--- config.mk ---
export PLATFORM = sky130hd
export DESIGN_NAME = chmod_mode_string_parser
export DESIGN_NICKNAME = d
export VERILOG_FILES = /design/src/design/cmsp_pkg.sv /design/src/design/chmod_mode_string_parser.sv
export VERILOG_INCLUDE_DIRS = /design/src /design/src/design
export SDC_FILE = /design/constraint.sdc
export NUM_CORES = 1
export LEC_CHECK = 0
export BUFFER_PORTS_ARGS = -buffer_cell sky130_fd_sc_hd__buf_2
export CORE_MARGIN = 2
export CORE_UTILIZATION = 45
export CTS_CLUSTER_SIZE = 10
export DETAILED_ROUTE_END_ITERATION = 10
export SYNTH_ARGS = -nofsm -noshare
export SYNTH_HDL_FRONTEND = slang
export SYNTH_SLANG_ARGS = --single-unit
--- constraint.sdc ---
create_clock -name clk_i -period 4.35 [get_ports clk_i]
set_clock_uncertainty 0.1 [all_clocks]
set_input_delay 0.2175 -clock clk_i [delete_from_list [all_inputs] [get_ports clk_i]]
set_output_delay 0.2175 -clock clk_i [all_outputs]
set_load 0.03 [all_outputs]
--- src/design/chmod_mode_string_parser_defines.svh ---
// ----------------------------------------------------------------------------
// chmod mode string parser assertion macros
// shared concurrent assertion helpers, sampled on clk_i, off during reset
// ----------------------------------------------------------------------------
`ifndef CHMOD_MODE_STRING_PARSER_DEFINES_SVH
`define CHMOD_MODE_STRING_PARSER_DEFINES_SVH

// same-cycle implication
`define CMSP_ASSERT_NOW(lbl, ante, cons, msg) \
  lbl: assert property (@(posedge clk_i) disable iff (!rst_ni) (ante) |-> (cons)) \
    else $error(msg);

// next-cycle implication
`define CMSP_ASSERT_NEXT(lbl, ante, cons, msg) \
  lbl: assert property (@(posedge clk_i) disable iff (!rst_ni) (ante) |=> (cons)) \
    else $error(msg);

`endif

--- src/design/cmsp_pkg.sv ---
// ----------------------------------------------------------------------------
// cmsp_pkg
// types, character codes and clause helpers of the chmod mode string parser
// ----------------------------------------------------------------------------
package cmsp_pkg;

  localparam int unsigned ModeW = 12;

  typedef logic [ModeW-1:0] mode_t;

  typedef enum logic [1:0] {
    OP_NONE = 2'd0,
    OP_ADD  = 2'd1,
    OP_SUB  = 2'd2,
    OP_SET  = 2'd3
  } op_e;

  typedef enum logic {
    PH_WHO  = 1'b0,
    PH_PERM = 1'b1
  } phase_e;

  // character codes
  localparam logic [7:0] ChZero  = 8'h30;
  localparam logic [7:0] ChSeven = 8'h37;
  localparam logic [7:0] ChPlus  = 8'h2b;
  localparam logic [7:0] ChMinus = 8'h2d;
  localparam logic [7:0] ChEq    = 8'h3d;
  localparam logic [7:0] ChComma = 8'h2c;
  localparam logic [7:0] ChU     = 8'h75;
  localparam logic [7:0] ChG     = 8'h67;
  localparam logic [7:0] ChO     = 8'h6f;
  localparam logic [7:0] ChA     = 8'h61;
  localparam logic [7:0] ChR     = 8'h72;
  localparam logic [7:0] ChW     = 8'h77;
  localparam logic [7:0] ChX     = 8'h78;
  localparam logic [7:0] ChBigX  = 8'h58;
  localparam logic [7:0] ChS     = 8'h73;
  localparam logic [7:0] ChT     = 8'h74;

  localparam mode_t ExecAll = 12'o0111;
  localparam mode_t Sticky  = 12'o1000;

  // who bits: [2] user, [1] group, [0] other
  localparam logic [2:0] WhoAll = 3'b111;

  // one input word as held in the input register
  typedef struct packed {
    logic [7:0] char_code;
    logic       first_char;
    logic       last_char;
    mode_t      start_mode;
    logic       target_is_dir;
  } in_word_t;

  function automatic mode_t by_who(logic [2:0] who, mode_t ub, mode_t gb, mode_t ob);
    mode_t r;
    r = '0;
    if (who[2]) r = r | ub;
    if (who[1]) r = r | gb;
    if (who[0]) r = r | ob;
    return r;
  endfunction

  function automatic mode_t apply_clause(mode_t mode, logic [2:0] who, op_e op,
                                         mode_t perms);
    mode_t wm;
    mode_t r;
    wm = by_who(who, 12'o4700, 12'o2070, 12'o0007) | Sticky;
    case (op)
      OP_ADD:  r = mode | perms;
      OP_SUB:  r = mode & ~perms;
      OP_SET:  r = (mode & ~wm) | perms;
      default: r = mode;
    endcase
    return r;
  endfunction

endpackage

--- src/design/chmod_mode_string_parser.sv ---
// ----------------------------------------------------------------------------
// chmod mode string parser
// parses an octal or symbolic chmod mode string, one character per word
// ----------------------------------------------------------------------------
// result path: the last character passes through the input register, then its
//   result word is loaded into the result register, which it waits for while
//   an earlier result word is still held
// throughput: one character per cycle; a last character waits in the input
//   register only while an earlier result word is still held on the master side
// reset: rst_ni async low clears both valid flags and all parse state
// ----------------------------------------------------------------------------
`include "chmod_mode_string_parser_defines.svh"

module chmod_mode_string_parser (
  input  logic        clk_i,
  input  logic        rst_ni,
  // slave side
  input  logic        s_axis_tvalid_i,
  output logic        s_axis_tready_o,
  input  logic [23:0] s_axis_tdata_i,  // char_code[7:0], start_mode[19:8], target_is_dir[20]
  input  logic        s_axis_tuser_i,  // first_char
  input  logic        s_axis_tlast_i,  // last_char
  // master side
  output logic        m_axis_tvalid_o,
  input  logic        m_axis_tready_i,
  output logic [15:0] m_axis_tdata_o,  // result_mode[11:0], invalid[12]
  output logic        m_axis_tuser_o   // was_octal
);

  // --------------------------------------------------------------------------
  // input register
  // --------------------------------------------------------------------------
  cmsp_pkg::in_word_t s1_q;
  logic               s1_valid_q;
  logic               out_free;
  logic               s1_fire;

  // the result register can take a new word when empty or being drained
  assign out_free = !m_axis_tvalid_o || m_axis_tready_i;
  // a non-final character only updates state, so it never waits on the output
  assign s1_fire  = s1_valid_q && (!s1_q.last_char || out_free);
  assign s_axis_tready_o = !s1_valid_q || s1_fire;

  always_ff @(posedge clk_i or negedge rst_ni) begin
    if (!rst_ni) begin
      s1_valid_q <= 1'b0;
    end else if (s_axis_tready_o) begin
      s1_valid_q <= s_axis_tvalid_i;
    end
  end

  always_ff @(posedge clk_i) begin
    if (s_axis_tready_o && s_axis_tvalid_i) begin
      s1_q.char_code     <= s_axis_tdata_i[7:0];
      s1_q.start_mode    <= s_axis_tdata_i[19:8];
      s1_q.target_is_dir <= s_axis_tdata_i[20];
      s1_q.first_char    <= s_axis_tuser_i;
      s1_q.last_char     <= s_axis_tlast_i;
    end
  end

  // --------------------------------------------------------------------------
  // parse state
  // --------------------------------------------------------------------------
  cmsp_pkg::mode_t   running_q, running_d;
  logic [2:0]        who_q, who_d;
  cmsp_pkg::op_e     op_q, op_d;
  cmsp_pkg::mode_t   perm_q, perm_d;
  cmsp_pkg::phase_e  phase_q, phase_d;
  logic              err_q, err_d;
  cmsp_pkg::mode_t   oct_q, oct_d;
  logic [2:0]        cnt_q, cnt_d;
  logic              alloct_q, alloct_d;
  logic              dir_q, dir_d;

  // result of the current character, valid when it is the last one
  cmsp_pkg::mode_t   res_mode;
  logic              res_invalid;
  logic              res_octal;

  always_comb begin
    logic [7:0]      c;
    cmsp_pkg::op_e   op_c;
    cmsp_pkg::mode_t x_bits;
    cmsp_pkg::mode_t fin_mode;
    logic            bad;
    logic            is_oct;

    c = s1_q.char_code;

    // a first character restarts the string from the sampled target mode
    if (s1_q.first_char) begin
      running_d = s1_q.start_mode;
      who_d     = '0;
      op_d      = cmsp_pkg::OP_NONE;
      perm_d    = '0;
      phase_d   = cmsp_pkg::PH_WHO;
      err_d     = 1'b0;
      oct_d     = '0;
      cnt_d     = '0;
      alloct_d  = 1'b1;
      dir_d     = s1_q.target_is_dir;
    end else begin
      running_d = running_q;
      who_d     = who_q;
      op_d      = op_q;
      perm_d    = perm_q;
      phase_d   = phase_q;
      err_d     = err_q;
      oct_d     = oct_q;
      cnt_d     = cnt_q;
      alloct_d  = alloct_q;
      dir_d     = dir_q;
    end

    // octal tracking: length saturates at seven, digits shift in
    if (cnt_d != 3'd7) cnt_d = cnt_d + 3'd1;
    is_oct = (c >= cmsp_pkg::ChZero) && (c <= cmsp_pkg::ChSeven);
    if (is_oct) oct_d = {oct_d[8:0], c[2:0]};
    alloct_d = alloct_d && is_oct;

    case (c)
      cmsp_pkg::ChPlus:  op_c = cmsp_pkg::OP_ADD;
      cmsp_pkg::ChMinus: op_c = cmsp_pkg::OP_SUB;
      cmsp_pkg::ChEq:    op_c = cmsp_pkg::OP_SET;
      default:           op_c = cmsp_pkg::OP_NONE;
    endcase

    // X grants execute on a directory or when some execute bit is already set
    x_bits = (dir_d || ((running_d & cmsp_pkg::ExecAll) != '0))
           ? cmsp_pkg::by_who(who_d, 12'o0100, 12'o0010, 12'o0001) : '0;

    // symbolic clause parsing, frozen once an error is seen
    if (!err_d) begin
      if (phase_d != cmsp_pkg::PH_PERM) begin
        case (c)
          cmsp_pkg::ChU: who_d = who_d | 3'b100;
          cmsp_pkg::ChG: who_d = who_d | 3'b010;
          cmsp_pkg::ChO: who_d = who_d | 3'b001;
          cmsp_pkg::ChA: who_d = cmsp_pkg::WhoAll;
          default: begin
            if (op_c != cmsp_pkg::OP_NONE) begin
              if (who_d == '0) who_d = cmsp_pkg::WhoAll;
              op_d    = op_c;
              perm_d  = '0;
              phase_d = cmsp_pkg::PH_PERM;
            end else begin
              err_d = 1'b1;
            end
          end
        endcase
      end else if (c == cmsp_pkg::ChComma || op_c != cmsp_pkg::OP_NONE) begin
        // close the clause; an op character opens the next one for all
        running_d = cmsp_pkg::apply_clause(running_d, who_d, op_d, perm_d);
        perm_d    = '0;
        if (op_c != cmsp_pkg::OP_NONE) begin
          who_d   = cmsp_pkg::WhoAll;
          op_d    = op_c;
          phase_d = cmsp_pkg::PH_PERM;
        end else begin
          who_d   = '0;
          op_d    = cmsp_pkg::OP_NONE;
          phase_d = cmsp_pkg::PH_WHO;
        end
      end else begin
        case (c)
          cmsp_pkg::ChR:
            perm_d = perm_d | cmsp_pkg::by_who(who_d, 12'o0400, 12'o0040, 12'o0004);
          cmsp_pkg::ChW:
            perm_d = perm_d | cmsp_pkg::by_who(who_d, 12'o0200, 12'o0020, 12'o0002);
          cmsp_pkg::ChX:
            perm_d = perm_d | cmsp_pkg::by_who(who_d, 12'o0100, 12'o0010, 12'o0001);
          cmsp_pkg::ChBigX:
            perm_d = perm_d | x_bits;
          cmsp_pkg::ChS:
            perm_d = perm_d | cmsp_pkg::by_who(who_d, 12'o4000, 12'o2000, 12'o0000);
          cmsp_pkg::ChT:
            perm_d = perm_d | cmsp_pkg::Sticky;
          default:
            err_d = 1'b1;
        endcase
      end
    end

    // result: one to four octal digits win, else the symbolic outcome,
    // with the open clause applied but not committed
    bad      = err_d;
    fin_mode = running_d;
    if (!bad) begin
      if (phase_d == cmsp_pkg::PH_PERM) begin
        fin_mode = cmsp_pkg::apply_clause(running_d, who_d, op_d, perm_d);
      end else if (who_d != '0) begin
        bad = 1'b1;  // string ends inside who letters
      end
    end

    if (alloct_d && (cnt_d <= 3'd4)) begin
      res_mode    = oct_d;
      res_invalid = 1'b0;
      res_octal   = 1'b1;
    end else begin
      res_mode    = bad ? '0 : fin_mode;
      res_invalid = bad;
      res_octal   = 1'b0;
    end
  end

  always_ff @(posedge clk_i or negedge rst_ni) begin
    if (!rst_ni) begin
      running_q <= '0;
      who_q     <= '0;
      op_q      <= cmsp_pkg::OP_NONE;
      perm_q    <= '0;
      phase_q   <= cmsp_pkg::PH_WHO;
      err_q     <= 1'b0;
      oct_q     <= '0;
      cnt_q     <= '0;
      alloct_q  <= 1'b1;
      dir_q     <= 1'b0;
    end else if (s1_fire) begin
      running_q <= running_d;
      who_q     <= who_d;
      op_q      <= op_d;
      perm_q    <= perm_d;
      phase_q   <= phase_d;
      err_q     <= err_d;
      oct_q     <= oct_d;
      cnt_q     <= cnt_d;
      alloct_q  <= alloct_d;
      dir_q     <= dir_d;
    end
  end

  // --------------------------------------------------------------------------
  // result register
  // --------------------------------------------------------------------------
  logic            out_valid_q;
  cmsp_pkg::mode_t out_mode_q;
  logic            out_invalid_q;
  logic            out_octal_q;

  always_ff @(posedge clk_i or negedge rst_ni) begin
    if (!rst_ni) begin
      out_valid_q <= 1'b0;
    end else if (out_free) begin
      out_valid_q <= s1_fire && s1_q.last_char;
    end
  end

  always_ff @(posedge clk_i) begin
    if (out_free && s1_fire && s1_q.last_char) begin
      out_mode_q    <= res_mode;
      out_invalid_q <= res_invalid;
      out_octal_q   <= res_octal;
    end
  end

  assign m_axis_tvalid_o = out_valid_q;
  assign m_axis_tdata_o  = {3'b000, out_invalid_q, out_mode_q};
  assign m_axis_tuser_o  = out_octal_q;

  // --------------------------------------------------------------------------
  // assertions
  // --------------------------------------------------------------------------
  `CMSP_ASSERT_NOW(a_invalid_clean, out_valid_q && out_invalid_q, (out_mode_q == '0) && !out_octal_q, "invalid result carries mode bits or octal flag")
  `CMSP_ASSERT_NOW(a_perm_has_op, phase_q == cmsp_pkg::PH_PERM, op_q != cmsp_pkg::OP_NONE, "perm phase without a pending op")
  `CMSP_ASSERT_NOW(a_who_no_perms, phase_q == cmsp_pkg::PH_WHO, perm_q == '0, "clause perms collected outside perm phase")
  `CMSP_ASSERT_NEXT(a_result_from_last, s1_fire && !s1_q.last_char && !out_valid_q, !out_valid_q, "result produced by a non-final character")

endmodule

# Word-level counts from Yosys, hierarchy flattened
# Cells that the tools add are included.
# word_totals
ff_bits	87
inputBits	30
output_inout_bits	19
wordCells	179
# classes
n_reduce_logical	22
n_mux	95
eq_ne	21
n_addsub	1
order_cmp	3
bitwise_logic	17
# ops
cell	n
two-way mux 12 bit	40
bitwise OR 12 bit	9
== test 8 x 7 -> 1 bit, second input constant	10
one-hot mux 12 bit (3 select lines)	2
one-hot mux 12 bit (6 select lines)	1
AND 12 bit	4
NOT 12 bit	4
two-way mux 3 bit	12
two-way mux 11 bit	3
== test 8 x 6 -> 1 bit, second input constant	4
two-way mux 1 bit	20
two-way mux 2 bit	8
two-way mux 7 bit	2
one-hot mux 3 bit (4 select lines)	1
nonzero test 12 bit	1
two-way mux 9 bit	1
== test 2 bit, second input constant	4
>= comparator 8 x 6 -> 1 bit, second input constant	1
<= comparator 8 x 6 -> 1 bit, second input constant	1
logical AND 1 bit	8
two-way mux 8 bit	1
two-way mux 6 bit	1
one-hot mux 2 bit (3 select lines)	1
OR reduction 6 bit	1
12 further kinds	19

# Longest topological paths before layout
# depth
word_depth	21
mapped_depth	10

# Worst setup path before layout
# Ideal clock, no wire load.
# synth_timing
path_kind	reg2reg
startpoint	reg s1_q[15] in the netlist's numbering
endpoint	reg out_mode_q[1] (data pin)
n_path_buf	3
synth_period_minus_slack_ps	2728
path_stages_with_launch	11
slack_ps	1622
setup_ps	259
arrival_ps	2369
path_cell_list	edfxtp_1 > and3b_1 > buf_6 > o311a_1 > buf_6 > o211ai_2 > or4b_4 > buf_6 > a211oi_2 > nor3_1 > a211o_1
# synth_via
elab_chain_len	18
# synth_lines
element	line_no	source
start, declared	chmod_mode_string_parser.sv:33	cmsp_pkg::in_word_t s1_q;
== test 8 x 6 -> 1 bit	chmod_mode_string_parser.sv:122	case (c)
one-hot mux 2 bit (3 select lines)	chmod_mode_string_parser.sv:122	
nonzero test 2 bit	chmod_mode_string_parser.sv:142, chmod_mode_string_parser.sv:152, chmod_mode_string_parser.sv:156	
two-way mux 3 bit (tied with other cells)	chmod_mode_string_parser.sv:142	if (op_c != cmsp_pkg::OP_NONE) begin
one-hot mux 3 bit (4 select lines) / two-way mux 3 bit (equally long branches)	chmod_mode_string_parser.sv:136, chmod_mode_string_parser.sv:152	
two-way mux 3 bit	chmod_mode_string_parser.sv:135	if (phase_d != cmsp_pkg::PH_PERM) begin
two-way mux 3 bit	chmod_mode_string_parser.sv:134	if (!err_d) begin
two-way mux 3 bit	cmsp_pkg.sv:61	if (who[0]) r = r | ob;
[... 3 more ...]	-	
AND 12 bit	cmsp_pkg.sv:73	OP_SET: r = (mode & ~wm) | perms;
bitwise OR 12 bit	cmsp_pkg.sv:73	
one-hot mux 12 bit (3 select lines)	cmsp_pkg.sv:70	case (op)
two-way mux 12 bit	chmod_mode_string_parser.sv:190	if (phase_d == cmsp_pkg::PH_PERM) begin
two-way mux 12 bit	chmod_mode_string_parser.sv:189	if (!bad) begin
two-way mux 12 bit	chmod_mode_string_parser.sv:202	res_mode = bad ? '0 : fin_mode;
two-way mux 12 bit (*)	chmod_mode_string_parser.sv:197	if (alloct_d && (cnt_d <= 3'd4)) begin
via res_mode[1]	chmod_mode_string_parser.sv:77	cmsp_pkg::mode_t res_mode;
end signal, assigned	chmod_mode_string_parser.sv:252	out_mode_q <= res_mode;
end, declared	chmod_mode_string_parser.sv:238	cmsp_pkg::mode_t out_mode_q;
# Mark *: on every way through the listed nets, which the timed path passes. The rest lies on a longest branch. The select of a mux whose other input is x is not followed.
# A chain may end at the register's enable or synchronous reset.

# Worst setup path in the final report
# layout_timing
startpoint	reg s1_q[16] in the netlist's numbering
endpoint	reg out_mode_q[2] (data pin)
# The elaborated chain is that of the path after synthesis.

==> results.ini <==
[status]
status = completed

[min_path]
hold_depth = 4
min-delay-start = m_axis_tready_i
hp-class = in -> reg
hold_end = s1_valid_q

[cells_and_area]
areaGrowthSynthToFinish_pct = 14.3
design_area_um2 = 5380
drive_above_1_share_pct = 15.4
fin_nets = 570
final_util_pct = 52.5
antenna_cells = 0

[routing]
dr_total_vias = 3977
route.detailed.drc = 0
vias_per_cell = 5.85
routed_wl_mm = 11.7
drt_pass1_iterations = 7
drt-initial-drc-count = 286
drtAntennaViolNets = 0
wl_per_cell_um = 17.3

[cts]
h-tree-depth = 3
cts_resized = 0
clock-sinks = 84
cts_tree = built
cts_root_buf = clkbuf_8
clk_latency_ns = 0.36
cts_buffer_depth = 2
clk_pin_slew_ns = 0.10
cts_made_buffers = 9

[global_routing]
overflow = 0
grt_max_degree = 60
grt_usage_pct = 21.7
grt_pass1_wl_mm = 19.2
antenna_found_initial = 0
grt_pass1_vias = 3660

[sta]
layout_setup_ws_ns = 0.739
fin_crit_sh_pct = 83.0
drv_slew = 0
finalHoldViolCount = 0
setup_tns_ns = 0
setup_viol = 0
fmax_mhz = 277
slew_headroom_pct = 32.4
worst_pin_slew_ns = 1.01
rsz0062_at_grt = false
period_needed_ns = 3.61

[critical_path]
critical_path.max_fanout = 16
crit_path_top_delay_cell = o311ai_0
r2r_slack_ns = 0.74
start_kind = flip-flop
crit_type = reg -> reg
r2r_start = s1_q[16]
crit_chain = and3b_1 -> o311ai_0 -> o21ai_0 -> o31ai_1 -> nand2_1 -> nor3b_1 -> a221oi_1 -> o21ai_1
path_buf_inv = 0
crit_family = compound AO/OA/AOI/OAI gates
end_kind = flip-flop
critical_path_arrival_ns = 3.62
critical_path_required_ns = 4.36
rr_worst_depth = 8
crit_path_max_incr_delay_ns = 0.83
r2r-end = out_mode_q[2]

[synth]
synth_cell_types = 71
yosys_warnings = 0
synthTopCellsByArea = dfrtp_1 24%, edfxtp_1 24%, nand2_1 5.5%
ys.flop_type = dfrtp_1
netlist_area_um2 = 4700
async_flop_share_pct = 56.0
synthMostInstantiatedCell = nand2_1
synth_common_cells = 69 x nand2_1, 46 x dfrtp_1, 43 x o21ai_0, 37 x edfxtp_1, 31 x a21oi_1
synth_top_area_share_pct = 24.5
ys_seq_area_share_pct = 48.7
synth-seq-cells = 84
avgSynthCellArea_um2 = 9.56
synthCells = 492
synth_edf_count = 37
synth.largest_area_cell = dfrtp_1

[power_and_ir_drop]
pwr-share-comb_pct = 19.1
p_per_area_nw_per_um2 = 354
ir_drop_v = 0.000198
p_int_mw = 1.30
p_sw_share_pct = 31.7
p_sw_uw = 604
power_frac_clock_pct = 28.9
leakage_nw = 2.10
seqPwrFrac_pct = 52.0

[floorplan]
coreArea_um2 = 10200
die_area_um2 = 11300
die_x_um = 106
rows = 37
io_pins = 49
initial_core_util_pct = 46.0
die_h_um = 106

[job]
drv_cap = 0

[placed_design]
place_ws_ns = 0.806
port_buffers = 42
postPlaceCellArea_um2 = 4930
dp_hpwl_mm = 8.31
gp_congestion = 0.890

-- metal layers --
layer,vias up,part of all wire [%],GRT usage [%]
met2,131,43,32.8
met3,15,5.2,3.00
met4,0,1.7,6.67
met5,-,0,0
li1,1917,-,-
met1,1914,50,32.3
-- power by group through the flow --
stage	clock, mW	combinational, mW	sequential [mW]
global placement	0	0.337	1.00
global route	0.595	0.404	1.00
floorplan	0	0.268	0.970
detailed placement	0	0.344	1.00
finish	0.549	0.363	0.990
CTS	0.564	0.362	0.987
-- placed cells by master, fill, tap and decap left out, types with 5 or more instances in the layout --
cell / synthesis / final
a21oi_1: 31 / 31
a22o_1: 7 / 7
a22oi_1: 19 / 19
a31oi_1: 5 / 5
and2_1: 5 / 5
and3_1: 6 / 6
buf_2: 6 / 42
buf_4: 6 / 6
clkbuf_8: 0 / 11
dfrtp_1: 46 / 46
dlygate4sd3_1: 0 / 25
edfxtp_1: 37 / 37
inv_1: 8 / 8
mux2_2: 8 / 8
nand2_1: 69 / 69
nand2b_1: 11 / 11
nor2_1: 24 / 24
nor2b_1: 9 / 9
nor3_1: 15 / 15
nor3b_1: 6 / 6
o21ai_0: 43 / 43
o21ai_1: 8 / 8
o22ai_1: 5 / 5
o2bb2a_1: 5 / 5
o31ai_1: 8 / 8
or3_1: 5 / 5
-- worst max-delay path by stage --
stage	endpoint	cells after the start	start
after CTS	out_mode_q[2]	8	s1_q[16]
after global placement	out_mode_q[2]	8	s1_q[16]
final	out_mode_q[2]	8	s1_q[16]
after global routing	out_mode_q[2]	8	s1_q[16]
after detailed placement	out_mode_q[2]	8	s1_q[16]
after floorplan	out_mode_q[1]	10	s1_q[15]
-- tightest hold or removal path: stages --
cell	delay, ns
buf_2	0.08
nor2b_1	0.05
nand3_1	0.11
nand2b_1	0.06
-- stage by stage --
step | cells | power, mW | hold WS (ns)
floorplan | 494 | 1.24 | -0.178
CTS | 680 | 1.91 | 0.0839
global placement | 639 | 1.34 | 0.274
global route | 680 | 2.00 | 0.117
finish | 680 | 1.90 | 0.0899
detailed placement | 639 | 1.35 | 0.272
-- what timing repair did --
| item | in CTS | in global routing |
|---|---|---|
| hold buffers | 25 | 0 |
| endpoints found under the hold margin | 70 | 0 |
| buffers inserted | 0 | 0 |
-- flip-flops by register name (all words and copies together) (netlist names) --
register / cells
oct_q: 9
m_axis_tvalid_o: 1
m_axis_tuser_o: 1
running_q: 12
dir_q: 1
who_q: 3
alloct_q: 1
s1_valid_q: 1
perm_q: 12
out_mode_q: 12
op_q: 2
cnt_q: 3
out_invalid_q: 1
err_q: 1
s1_q: 23
phase_q: 1
-- area by class of cell --
cell class                 instances  area, um2
tap                              136        170
fill                             947       4850
inverter                           9       33.8
clock inverter                     5       41.3
clock buffer                      11        151
timing repair buffer              73        505
sequential                        84       2290
multi-input combinational        362       2190
-- cells by family after synthesis --
family          Yosys count  share of synthesized area, %
buf+inv                  48                          5.00
flops                    84                          48.7
compound gates          163                          22.7
other cells               1                        0.0798
mux                      12                          2.77
fa+ha+maj                 1                         0.266
simple gates            180                          19.9
xor+xnor                  3                         0.559
Note: power is estimated with default switching activity, not from simulation.
